$ cat src/hdl/uer_pkg.sv
// Shared types and constants of the ultrasonic echo ranger.
package uer_pkg;

  // Sensors the trigger and echo buses carry.
  localparam int MAX_SENSORS = 8;

  // Distance = pulse_us * DIST_NUM / (2**DIV_SHIFT * DIV_ODD) mm.
  localparam int DIST_NUM  = 343;
  localparam int DIV_SHIFT = 4;
  localparam int DIV_ODD   = 125;

  // Register indexes on the configuration port.
  localparam logic [2:0] REG_TRIGGER_WIDTH = 3'd0;
  localparam logic [2:0] REG_TIMEOUT       = 3'd1;
  localparam logic [2:0] REG_MIN_RANGE     = 3'd2;
  localparam logic [2:0] REG_MAX_RANGE     = 3'd3;
  localparam logic [2:0] REG_SENSOR_COUNT  = 3'd4;

  typedef struct packed {
    logic [7:0]  trigger_width;
    logic [14:0] timeout;
    logic [15:0] near_limit;
    logic [15:0] far_limit;
    logic [3:0]  sensor_count;
  } uer_cfg_t;

  // One classified tick on its way from the front to the back.
  typedef struct packed {
    logic [7:0] trigger_lines;
    logic       done;
    logic       timed_out;
    logic [2:0] sensor;
  } uer_evt_t;

endpackage

$ cat src/hdl/uer_front.sv
// Front end: tick sequencer that tracks trigger, echo wait and pulse timing.
module uer_front
  import uer_pkg::*;
#(
  parameter int COUNT_BITS = 15
) (
  input  logic                  clk_i,
  input  logic                  rst_ni,
  input  uer_cfg_t              cfg_i,
  input  logic                  in_valid_i,
  output logic                  in_ready_o,
  input  logic                  measure_request_i,
  input  logic [7:0]            echo_levels_i,
  output logic                  evt_valid_o,
  input  logic                  evt_ready_i,
  output uer_evt_t              evt_o,
  output logic [COUNT_BITS-1:0] pulse_o
);

  localparam logic [1:0] PH_IDLE    = 2'd0;
  localparam logic [1:0] PH_TRIGGER = 2'd1;
  localparam logic [1:0] PH_WAIT    = 2'd2;
  localparam logic [1:0] PH_PULSE   = 2'd3;

  localparam int CW = (COUNT_BITS + 1 > 15) ? COUNT_BITS + 1 : 15;

  logic [1:0]            phase_q, phase_d;
  logic [COUNT_BITS-1:0] tick_q, tick_d;
  logic [COUNT_BITS-1:0] start_q, start_d;
  logic [2:0]            cur_q, cur_d;

  logic                  accept;
  logic [3:0]            active_n;

  assign in_ready_o  = evt_ready_i;
  assign evt_valid_o = in_valid_i;
  assign accept      = in_valid_i && evt_ready_i;

  always_comb begin
    if (cfg_i.sensor_count == 4'd0) begin
      active_n = 4'd1;
    end else if (cfg_i.sensor_count > 4'(MAX_SENSORS)) begin
      active_n = 4'(MAX_SENSORS);
    end else begin
      active_n = cfg_i.sensor_count;
    end
  end

  always_comb begin
    logic [1:0]            ph;
    logic [2:0]            cs;
    logic [COUNT_BITS-1:0] tick;
    logic [COUNT_BITS-1:0] t_trig;
    logic [COUNT_BITS:0]   t_next;
    logic                  echo;
    logic                  win_end;
    logic                  fin;
    logic                  fin_to;

    ph      = phase_q;
    cs      = cur_q;
    tick    = tick_q;
    phase_d = phase_q;
    tick_d  = tick_q;
    start_d = start_q;
    cur_d   = cur_q;
    evt_o   = '0;
    pulse_o = '0;
    fin     = 1'b0;
    fin_to  = 1'b0;

    // Start on request; a stale sensor index past the count restarts at 0.
    if (ph == PH_IDLE && measure_request_i) begin
      cs      = ({1'b0, cur_q} >= active_n) ? 3'd0 : cur_q;
      ph      = PH_TRIGGER;
      tick    = '0;
      cur_d   = cs;
      phase_d = PH_TRIGGER;
      tick_d  = '0;
    end

    echo    = echo_levels_i[cs];
    t_trig  = tick + 1'b1;
    t_next  = {1'b0, tick} + 1'b1;
    win_end = (CW'(t_next) >= CW'(cfg_i.timeout)) || t_next[COUNT_BITS];

    case (ph)
      PH_TRIGGER: begin
        evt_o.trigger_lines = 8'd1 << cs;
        if (t_trig >= COUNT_BITS'(cfg_i.trigger_width) || t_trig == '0) begin
          phase_d = PH_WAIT;
          tick_d  = '0;
        end else begin
          tick_d = t_trig;
        end
      end
      PH_WAIT: begin
        if (echo) begin
          start_d = tick;
          phase_d = PH_PULSE;
        end
        if (win_end) begin
          fin    = 1'b1;
          fin_to = 1'b1;
        end else begin
          tick_d = t_next[COUNT_BITS-1:0];
        end
      end
      PH_PULSE: begin
        if (!echo) begin
          fin     = 1'b1;
          pulse_o = tick - start_q;
        end else if (win_end) begin
          fin    = 1'b1;
          fin_to = 1'b1;
        end else begin
          tick_d = t_next[COUNT_BITS-1:0];
        end
      end
      default: begin
      end
    endcase

    // Report and advance the rotation.
    if (fin) begin
      evt_o.done      = 1'b1;
      evt_o.sensor    = cs;
      evt_o.timed_out = fin_to;
      cur_d   = ({1'b0, cs} + 4'd1 >= active_n) ? 3'd0 : 3'(cs + 3'd1);
      phase_d = PH_IDLE;
      tick_d  = '0;
    end
  end

  always_ff @(posedge clk_i or negedge rst_ni) begin
    if (!rst_ni) begin
      phase_q <= PH_IDLE;
      tick_q  <= '0;
      start_q <= '0;
      cur_q   <= 3'd0;
    end else if (accept) begin
      phase_q <= phase_d;
      tick_q  <= tick_d;
      start_q <= start_d;
      cur_q   <= cur_d;
    end
  end

endmodule

$ cat src/hdl/uer_fifo.sv
// Short queue that decouples the tick sequencer from the distance pipeline.
module uer_fifo #(
  parameter int WIDTH = 8,
  parameter int DEPTH = 4
) (
  input  logic             clk_i,
  input  logic             rst_ni,
  input  logic             push_valid_i,
  output logic             push_ready_o,
  input  logic [WIDTH-1:0] push_data_i,
  output logic             pop_valid_o,
  input  logic             pop_ready_i,
  output logic [WIDTH-1:0] pop_data_o
);

  localparam int AW = (DEPTH > 1) ? $clog2(DEPTH) : 1;

  logic [WIDTH-1:0] mem_q [DEPTH];
  logic [AW-1:0]    wptr_q, rptr_q;
  logic [AW:0]      count_q;
  logic             push, pop;

  assign push_ready_o = (count_q != (AW+1)'(DEPTH));
  assign pop_valid_o  = (count_q != '0);
  assign push         = push_valid_i && push_ready_o;
  assign pop          = pop_ready_i && pop_valid_o;
  assign pop_data_o   = mem_q[rptr_q];

  always_ff @(posedge clk_i) begin
    if (push) begin
      mem_q[wptr_q] <= push_data_i;
    end
  end

  always_ff @(posedge clk_i or negedge rst_ni) begin
    if (!rst_ni) begin
      wptr_q  <= '0;
      rptr_q  <= '0;
      count_q <= '0;
    end else begin
      if (push) begin
        wptr_q <= (wptr_q == AW'(DEPTH - 1)) ? '0 : wptr_q + 1'b1;
      end
      if (pop) begin
        rptr_q <= (rptr_q == AW'(DEPTH - 1)) ? '0 : rptr_q + 1'b1;
      end
      if (push && !pop) begin
        count_q <= count_q + 1'b1;
      end else if (pop && !push) begin
        count_q <= count_q - 1'b1;
      end
    end
  end

endmodule

$ cat src/hdl/uer_back.sv
// Back end: distance scaling, range clamp and the output register.
module uer_back
  import uer_pkg::*;
#(
  parameter int COUNT_BITS = 15
) (
  input  logic                  clk_i,
  input  logic                  rst_ni,
  input  uer_cfg_t              cfg_i,
  input  logic                  evt_valid_i,
  output logic                  evt_ready_o,
  input  uer_evt_t              evt_i,
  input  logic [COUNT_BITS-1:0] pulse_i,
  output logic                  out_valid_o,
  input  logic                  out_ready_i,
  output logic [31:0]           out_data_o
);

  localparam int XW = COUNT_BITS + 9;          // pulse * 343
  localparam int NW = XW - DIV_SHIFT;          // after the /16
  localparam int SH = NW + $clog2(DIV_ODD);    // reciprocal scale
  localparam int PW = 2 * NW + 1;              // reciprocal product
  localparam int QW = PW - SH;                 // quotient bits
  localparam int DW = (QW > 16) ? QW : 16;
  localparam logic [63:0] RECIP_W = ((64'd1 << SH) + 64'(DIV_ODD - 1)) / 64'(DIV_ODD);
  localparam logic [NW:0] RECIP   = RECIP_W[NW:0];

  logic          en;
  logic          v1_q, v2_q, out_valid_q;
  uer_evt_t      c1_q, c2_q;
  logic [XW-1:0] x1_q;
  logic [PW-1:0] p2_q;
  logic [31:0]   out_data_q;

  logic [DW-1:0] q_ext, min_ext, max_ext, d_ext;
  logic [15:0]   dist_mm;

  // Advance the whole pipe whenever the output slot frees up.
  assign en          = !out_valid_q || out_ready_i;
  assign evt_ready_o = en;
  assign out_valid_o = out_valid_q;
  assign out_data_o  = out_data_q;

  always_comb begin
    q_ext   = DW'(p2_q[PW-1:SH]);
    min_ext = DW'(cfg_i.near_limit);
    max_ext = DW'(cfg_i.far_limit);
    if (q_ext < min_ext) begin
      d_ext = min_ext;
    end else if (q_ext > max_ext) begin
      d_ext = max_ext;
    end else begin
      d_ext = q_ext;
    end
    dist_mm = (c2_q.done && !c2_q.timed_out) ? d_ext[15:0] : 16'd0;
  end

  always_ff @(posedge clk_i) begin
    if (en) begin
      c1_q       <= evt_i;
      x1_q       <= XW'(pulse_i) * XW'(DIST_NUM);
      c2_q       <= c1_q;
      p2_q       <= PW'(x1_q[XW-1:DIV_SHIFT]) * PW'(RECIP);
      out_data_q <= {3'd0, c2_q.timed_out, dist_mm, c2_q.sensor, c2_q.done,
                     c2_q.trigger_lines};
    end
  end

  always_ff @(posedge clk_i or negedge rst_ni) begin
    if (!rst_ni) begin
      v1_q        <= 1'b0;
      v2_q        <= 1'b0;
      out_valid_q <= 1'b0;
    end else if (en) begin
      v1_q        <= evt_valid_i;
      v2_q        <= v1_q;
      out_valid_q <= v2_q;
    end
  end

endmodule

$ cat src/hdl/ultrasonic_echo_ranger.sv
// Top level of the ultrasonic echo ranger: register port, sequencer, queue, back end.
//
// Each slave item is one microsecond tick: tdata bit 0 is measure_request,
// bits 8:1 the echo level of each sensor. Every tick yields exactly one
// master item carrying the trigger levels to drive and, on the tick that a
// measurement ends, done_res with the sensor, distance in mm and timeout
// flag. Distance is floor(pulse_us * 343 / 2000), clamped to the min/max
// registers; a timeout reports distance 0.
// Throughput is one tick per cycle while the receiver does not stall: the
// sequencer takes each tick as it arrives and the scaling runs as a
// three-register pipeline behind a four-entry queue. From acceptance, a
// result passes the queue, two pipe stages and the output register.
// When the receiver stalls, the output register holds and the pipeline
// freezes; the queue keeps taking ticks until it fills, then s_axis_tready
// drops. Reset clears the sequencer to idle on sensor 0, empties the queue
// and pipe and loads the register defaults (trigger 10, timeout 25000,
// range 20..4000 mm, two sensors). Write registers only while idle.
module ultrasonic_echo_ranger
  import uer_pkg::*;
#(
  parameter int COUNT_BITS = 15
) (
  input  logic        clk_i,
  input  logic        rst_ni,
  // APB configuration port
  input  logic        psel,
  input  logic        penable,
  input  logic        pwrite,
  input  logic [4:0]  paddr,
  input  logic [31:0] pwdata,
  output logic [31:0] prdata,
  output logic        pready,
  // tick stream in
  input  logic        s_axis_tvalid,
  output logic        s_axis_tready,
  // [0] measure_request, [8:1] echo_levels, [15:9] zero
  input  logic [15:0] s_axis_tdata,
  // result stream out
  output logic        m_axis_tvalid,
  input  logic        m_axis_tready,
  // [7:0] trigger_lines, [8] done_res, [11:9] sensor_index,
  // [27:12] distance_mm, [28] timed_out, [31:29] zero
  output logic [31:0] m_axis_tdata
);

  localparam int EW = $bits(uer_evt_t) + COUNT_BITS;

  uer_cfg_t cfg_q;
  logic [2:0] reg_idx;

  logic                  f_valid, f_ready;
  uer_evt_t              f_evt;
  logic [COUNT_BITS-1:0] f_pulse;
  logic                  b_valid, b_ready;
  logic [EW-1:0]         b_data;
  uer_evt_t              b_evt;
  logic [COUNT_BITS-1:0] b_pulse;

  assign pready  = 1'b1;
  assign reg_idx = paddr[4:2];

  // Register write on the access phase; out-of-map indexes drop.
  always_ff @(posedge clk_i or negedge rst_ni) begin
    if (!rst_ni) begin
      cfg_q.trigger_width <= 8'd10;
      cfg_q.timeout       <= 15'd25000;
      cfg_q.near_limit    <= 16'd20;
      cfg_q.far_limit     <= 16'd4000;
      cfg_q.sensor_count  <= 4'd2;
    end else if (psel && penable && pwrite) begin
      case (reg_idx)
        REG_TRIGGER_WIDTH: cfg_q.trigger_width <= pwdata[7:0];
        REG_TIMEOUT:       cfg_q.timeout       <= pwdata[14:0];
        REG_MIN_RANGE:     cfg_q.near_limit    <= pwdata[15:0];
        REG_MAX_RANGE:     cfg_q.far_limit     <= pwdata[15:0];
        REG_SENSOR_COUNT:  cfg_q.sensor_count  <= pwdata[3:0];
        default: begin
        end
      endcase
    end
  end

  always_comb begin
    case (reg_idx)
      REG_TRIGGER_WIDTH: prdata = {24'd0, cfg_q.trigger_width};
      REG_TIMEOUT:       prdata = {17'd0, cfg_q.timeout};
      REG_MIN_RANGE:     prdata = {16'd0, cfg_q.near_limit};
      REG_MAX_RANGE:     prdata = {16'd0, cfg_q.far_limit};
      REG_SENSOR_COUNT:  prdata = {28'd0, cfg_q.sensor_count};
      default:           prdata = 32'd0;
    endcase
  end

  uer_front #(
    .COUNT_BITS(COUNT_BITS)
  ) u_front (
    .clk_i             (clk_i),
    .rst_ni            (rst_ni),
    .cfg_i             (cfg_q),
    .in_valid_i        (s_axis_tvalid),
    .in_ready_o        (s_axis_tready),
    .measure_request_i (s_axis_tdata[0]),
    .echo_levels_i     (s_axis_tdata[8:1]),
    .evt_valid_o       (f_valid),
    .evt_ready_i       (f_ready),
    .evt_o             (f_evt),
    .pulse_o           (f_pulse)
  );

  uer_fifo #(
    .WIDTH(EW),
    .DEPTH(4)
  ) u_fifo (
    .clk_i        (clk_i),
    .rst_ni       (rst_ni),
    .push_valid_i (f_valid),
    .push_ready_o (f_ready),
    .push_data_i  ({f_evt, f_pulse}),
    .pop_valid_o  (b_valid),
    .pop_ready_i  (b_ready),
    .pop_data_o   (b_data)
  );

  assign b_evt   = b_data[EW-1:COUNT_BITS];
  assign b_pulse = b_data[COUNT_BITS-1:0];

  uer_back #(
    .COUNT_BITS(COUNT_BITS)
  ) u_back (
    .clk_i       (clk_i),
    .rst_ni      (rst_ni),
    .cfg_i       (cfg_q),
    .evt_valid_i (b_valid),
    .evt_ready_o (b_ready),
    .evt_i       (b_evt),
    .pulse_i     (b_pulse),
    .out_valid_o (m_axis_tvalid),
    .out_ready_i (m_axis_tready),
    .out_data_o  (m_axis_tdata)
  );

endmodule

$ cat config.mk
export PLATFORM = sky130hd
export DESIGN_NAME = ultrasonic_echo_ranger
export DESIGN_NICKNAME = d
export VERILOG_FILES = /design/src/hdl/uer_pkg.sv /design/src/hdl/uer_front.sv /design/src/hdl/uer_fifo.sv /design/src/hdl/uer_back.sv /design/src/hdl/ultrasonic_echo_ranger.sv
export SDC_FILE = /design/constraint.sdc
export NUM_CORES = 1
export LEC_CHECK = 0
export BUFFER_PORTS_ARGS = -buffer_cell sky130_fd_sc_hd__buf_2
export CORE_UTILIZATION = 45
export CTS_CLUSTER_SIZE = 10
export DETAILED_ROUTE_END_ITERATION = 8
export SYNTH_ARGS = -nofsm -noshare
export SYNTH_HDL_FRONTEND = slang
export SYNTH_SLANG_ARGS = --single-unit
export TNS_END_PERCENT = 30
$ cat constraint.sdc
create_clock -name clk_i -period 7.6 [get_ports clk_i]
set_input_delay 1.14 -clock clk_i [delete_from_list [all_inputs] [get_ports clk_i]]
set_output_delay 1.14 -clock clk_i [all_outputs]
set_load 0.01 [all_outputs]
======== Yosys cells after proc, flatten, opt, wreduce, memory -nomap -nowiden ========
Memory sizes are Yosys's and may differ from the RTL's.
Cells that the tools add are included.
cells by class
  shifts and indexed selects .............. 1
  multiply operators ...................... 2
  add/subtract/negate cells ............... 9
  multiplexer cells ....................... 37
  equality and inequality tests ........... 10
  $lt $le $gt $ge ......................... 8
  reductions and logical operators ........ 27
operators with widths
  operator                                             number
  2-to-1 mux 15 bit                                    7
  case mux 16 bit (5 select lines)                     1
  case mux 15 bit (3 select lines)                     1
  multiplier 20 x 20 -> 40 bit, second input constant  1
  2-to-1 mux 16 bit                                    2
  multiplier 15 x 9 -> 24 bit, second input constant   1
  2-to-1 mux 3 bit                                     6
  adder 15 x 1 -> 16 bit, second input constant        1
  greater-or-equal comparator 16 x 15 -> 1 bit         1
  > comparator 14 x 16 -> 1 bit                        1
  less-than comparator 14 x 16 -> 1 bit                1
  adder 15 x 1 -> 15 bit, second input constant        1
  greater-or-equal comparator 15 x 8 -> 1 bit          1
  logical NOT 15 bit                                   1
  subtractor 15 bit                                    1
  2-to-1 mux 2 bit                                     6
  AND reduction 2 bit                                  5
  == test 2 bit, second input constant                 4
  logical AND 1 bit                                    8
  2-to-1 mux 4 bit                                     2
  2-to-1 mux 8 bit                                     1
  << shifter 1 x 3 -> 8 bit, first input constant      1
  adder 3 x 1 -> 3 bit, second input constant          2
  == test 3 x 2 -> 1 bit, second input constant        2
  other kinds (24)                                     36
storage, ports and cells
  memory bits (writable) .................. 112
  output and inout port bits .............. 67
  flip-flop bits (word level) ............. 223
  logic and storage cells ................. 122
  input bits .............................. 60
  memories ................................ 1
memory list
  name          depth  width  rd ports  clocked after memory_dff  wr ports  RTL line        text
  u_fifo.mem_q  4      28     1         0                         1         uer_fifo.sv:18  logic [WIDTH-1:0] mem_q [DEPTH];

======== Depth between registers and ports, before layout ========
  word-level depth ........................ 11
  mapped depth ............................ 22
  mapped depth without buffers ............ 21

======== Cells and area by module ========
A second synthesis with hierarchy kept.
unflattened totals
  cells, all modules ...................... 1,926
  area, all modules ....................... 22,765.6 um^2
by module, submodules not included
  module                  instances  cells each  area an instance (um^2)  sequential area each (um^2)
  uer_back                1          1,052       11,584.9                 2,747.6
  uer_fifo                1          183         4,494.3                  3,538.4
  uer_front               1          479         3,713.6                  875.8
  ultrasonic_echo_ranger  1          212         2,972.9                  1,497.7

======== Least setup slack after synthesis ========
No wires, ideal clock.
  path kind ............................... register -> register
  start point ............................. reg u_back.x1_q[8]
  end point ............................... reg u_back.p2_q[39], data pin
  path slack .............................. 1,657 ps
  data required time ...................... 7,330 ps
  clock period less this slack ............ 5,943 ps
  arrival time ............................ 5,673 ps
  setup time .............................. 270 ps
  path buffers ............................ 0
  stages on the path, launching flop included .. 20
  cells stage by stage .................... edfxtp_1 -> ha_1 -> ha_1 -> fa_1 -> fa_1 -> fa_1 -> fa_1 -> inv_1 -> fa_1 -> inv_1 -> ha_1 -> a21oi_1 -> nand2_1 -> a221o_1 -> o2bb2ai_1 -> nor3_1 -> o2bb2ai_1 -> o22ai_1 -> o41ai_1 -> xnor2_1
on the way
  cells in the longest elaborated chain, start to end .. 1
RTL lines
  element                       RTL line        text
  start, declared               uer_back.sv:31  logic [XW-1:0] x1_q;
  start signal, assigned        uer_back.sv:61  x1_q <= XW'(pulse_i) * XW'(DIST_NUM);
  multiplier 20 x 20 -> 40 bit  uer_back.sv:63  p2_q <= PW'(x1_q[XW-1:DIV_SHIFT]) * PW'(RECIP);
  end signal, assigned          uer_back.sv:63
  end, declared                 uer_back.sv:32  logic [PW-1:0] p2_q;
No other way between the ends.
A chain may end at the register's enable or synchronous reset.

======== Worst setup path in the final report ========
Same ends and word-level chain as after synthesis.

==> metrics.yaml <==
run_status:
  status: "finished clean"
clock_tree:
  clock_path_buffers: 3
  h-tree-depth: 2
  cts_buffers: 37
  cts_sinks: 305
  postCtsSetupBuffers: 0
  clk_latency_ns: 0.55
  root_buffer: "clkbuf_16"
  holdBufCountCts: 0
  path_clk_slew_ns: 0.05
  cts_tree: "yes"
  ctsResizeCount: 0
timing:
  setup_tns_ns: 0
  skew_ns: 0.0127
  slew_viol_final: 0
  setup_viol: 0
  fin_crit_ns: 6.91
  hold_viol: 0
  max_slew.worst_pin.slew_ns: 1.01
  hold_ws_ns: 0.413
  period_share: 0.909
  rsz0062_at_grt: "no"
  slew-limit-headroom: 0.324
  max_freq_mhz: 145
die:
  die-area_sq_um: 51000
  die_h_um: 226
  num_rows: 81
  core-area_sq_um: 49200
  pin_count: 127
  start_util: 0.459
  die_w_um: 226
detailed_routing:
  avgRoutedWirePerCell_um: 17.6
  wl_met2_mm: 23.5
  vias: 14600
  top_layer: "met4"
  viasPerCell: 5.23
  drt_iter0_markers: 839
  wl_met3_mm: 1.96
  drc: 0
  antenna_left: 0
  wl_met1_mm: 22.6
  drt-pass1-iter-count: 8
  routed_wl_mm: 49.2
synth:
  syn_avg_cell_area_sq_um: 11.2
  synth_commonest_cells: "inv_1, ha_1, edfxtp_1"
  synth_most_common_cell: "inv_1"
  synth_edf_count: 201
  synth_ff_type: "edfxtp_1"
  synth_top_area_share: 0.268
  async_reset_ff_frac: 0.341
  yosys_warnings: 0
  ys_seq_area_frac: 0.384
  ys_ff_latch: 305
  synthCells: 2009
  synth_area_sq_um: 22600
  synth_cell_types: 72
  synth.area.top_cells: "edfxtp_1, ha_1, fa_1, dfrtp_1, inv_1"
  synth_top_area_cell: "edfxtp_1"
setup_path:
  worst-setup-path-type: "flop to flop"
  cpPeakStageDelay_ns: 0.71
  reg2reg_from: "u_back.x1_q[8]"
  worstSetupStartpointType: "flop"
  critical_path.top_delay_family: "adder cells"
  critical_path.startpoint: "u_back.x1_q[8]"
  worst_path_most_repeated_cell: "fa_1"
  crit_fanout: 6
  critical_path_buf_inv_count: 2
  path_cells: "ha_1 -> ha_1 -> fa_1 -> fa_1 -> fa_1 -> fa_1 -> inv_1 -> fa_1 -> inv_1 -> ha_1 -> a21oi_1 -> nand2_1 -> a221o_1 -> o2bb2ai_1 -> nor3_1 -> o2bb2ai_1 -> o22ai_1 -> o41ai_1 -> xnor2_1"
  arrival_ns: 7.19
  slowest_stage: "nor3_1"
  endpoint_kind: "flop"
  cp.required_ns: 7.88
global_route:
  antenna_found_initial: 0
  grt_pass1_vias: 15000
  grt_pass1_wl_mm: 79.5
  grt_max_degree: 61
  grt.overflow.total: 0
  grt_use_total: 0.201
hold_path:
  holdCritStartpoint: "u_back.c1_q[3]"
  holdCritPathClass: "flop to flop"
place:
  dpl.hpwl_mm: 38.7
  gp_congestion: 0.892
  port_buffers: 81
  dpl_cell_area_sq_um: 23700
  place_inst: 2725
final_layout:
  finalInstanceArea_sq_um: 24800
  diodes: 0
  syn_to_final_growth_pct: 9.82
  fin_cells: 2792
  drive_gt1_frac: 0.111
  nNetsFinal: 2614
flow_run:
  cap_violations: 0
per-stage QoR:
stage	setup slack (ns)	util
finish	0.690	0.504
global route	0.308	0.504
CTS	0.679	0.504
detailed placement	0.676	0.482
global placement	0.771	0.482
floorplan	1.66	-
flip-flops by register name, indices dropped and copies added, names as in the netlist, 14 cells and up:
register,cells
cfg_q,59
u_fifo.mem_q,112
u_back.x1_q,20
u_back.p2_q,14
u_back.out_data_o,29
u_front.start_q,15
u_front.tick_q,15
cell type report:
class | instances | area, sq um
clock buffers | 62 | 1040
clock inverters | 5 | 45.0
fillers | 4513 | 24400
inverters | 353 | 1330
multi-input cells | 1305 | 12300
flip-flops and latches | 305 | 8660
well taps | 664 | 831
repair buffers | 98 | 536
cell families (layout without fill, tap and decap cells):
group,after synthesis,after routing,synth area share
xor+xnor,53,53,0.0206
flops,305,305,0.384
compound gates,315,315,0.0873
other cells,2,20,0.000333
mux,81,81,0.0555
fa+ha+maj,454,454,0.297
buf+inv,417,518,0.0736
simple gates,382,382,0.0817
final timing paths:
path	endpoint	slack, ns	cells past startpoint
max	u_back.p2_q[39]	0.69	19
min in group asynchronous	u_back.out_valid_o	0.60	1
min	u_back.c2_q[3]	0.41	0
max in group asynchronous	cfg_q[3]	5.76	2
max reg2reg	u_back.p2_q[39]	0.69	19
min reg2reg	u_back.c2_q[3]	0.41	0
worst reg2reg max path, stage by stage, from the launching register on:
cell and delay, ns:
edfxtp_1 0.56, ha_1 0.37, ha_1 0.24, fa_1 0.46
fa_1 0.57, fa_1 0.46, fa_1 0.55, inv_1 0.05
fa_1 0.50, inv_1 0.04, ha_1 0.32, a21oi_1 0.18
nand2_1 0.07, a221o_1 0.35, o2bb2ai_1 0.12, nor3_1 0.71
o2bb2ai_1 0.33, o22ai_1 0.22, o41ai_1 0.44, xnor2_1 0.12
metal layers:
metal | vias up | global-route usage
met4 | 0 | 0.0529
li1 | 7061 | -
met2 | 249 | 0.333
met3 | 67 | 0.0290
met1 | 7224 | 0.275
met5 | - | 0
placed cells by master, fill, tap and decap left out, types with 13 or more instances in the layout:
cell type  count
a211oi_1      20
nand3_1       30
buf_2         80
xnor2_1       40
mux2_2        23
a21oi_1       66
clkbuf_1      23
nor2_1        97
mux4_2        33
fa_1         136
edfxtp_1     201
inv_1        353
buf_4         18
o21ai_0      110
and2_1        13
nor2b_1       19
nand4_1       16
dfrtp_1       86
a21o_1        28
nand2_1      121
ha_1         318
clkbuf_16     37
nand2b_1      21
xor2_1        13
and3_1        15
mux2i_1       25
dfstp_2       17
conb_1        20
Power is left out: the tool's default activity adds up to more than one toggle a clock period on the data nets, which glitch-free logic cannot reach.
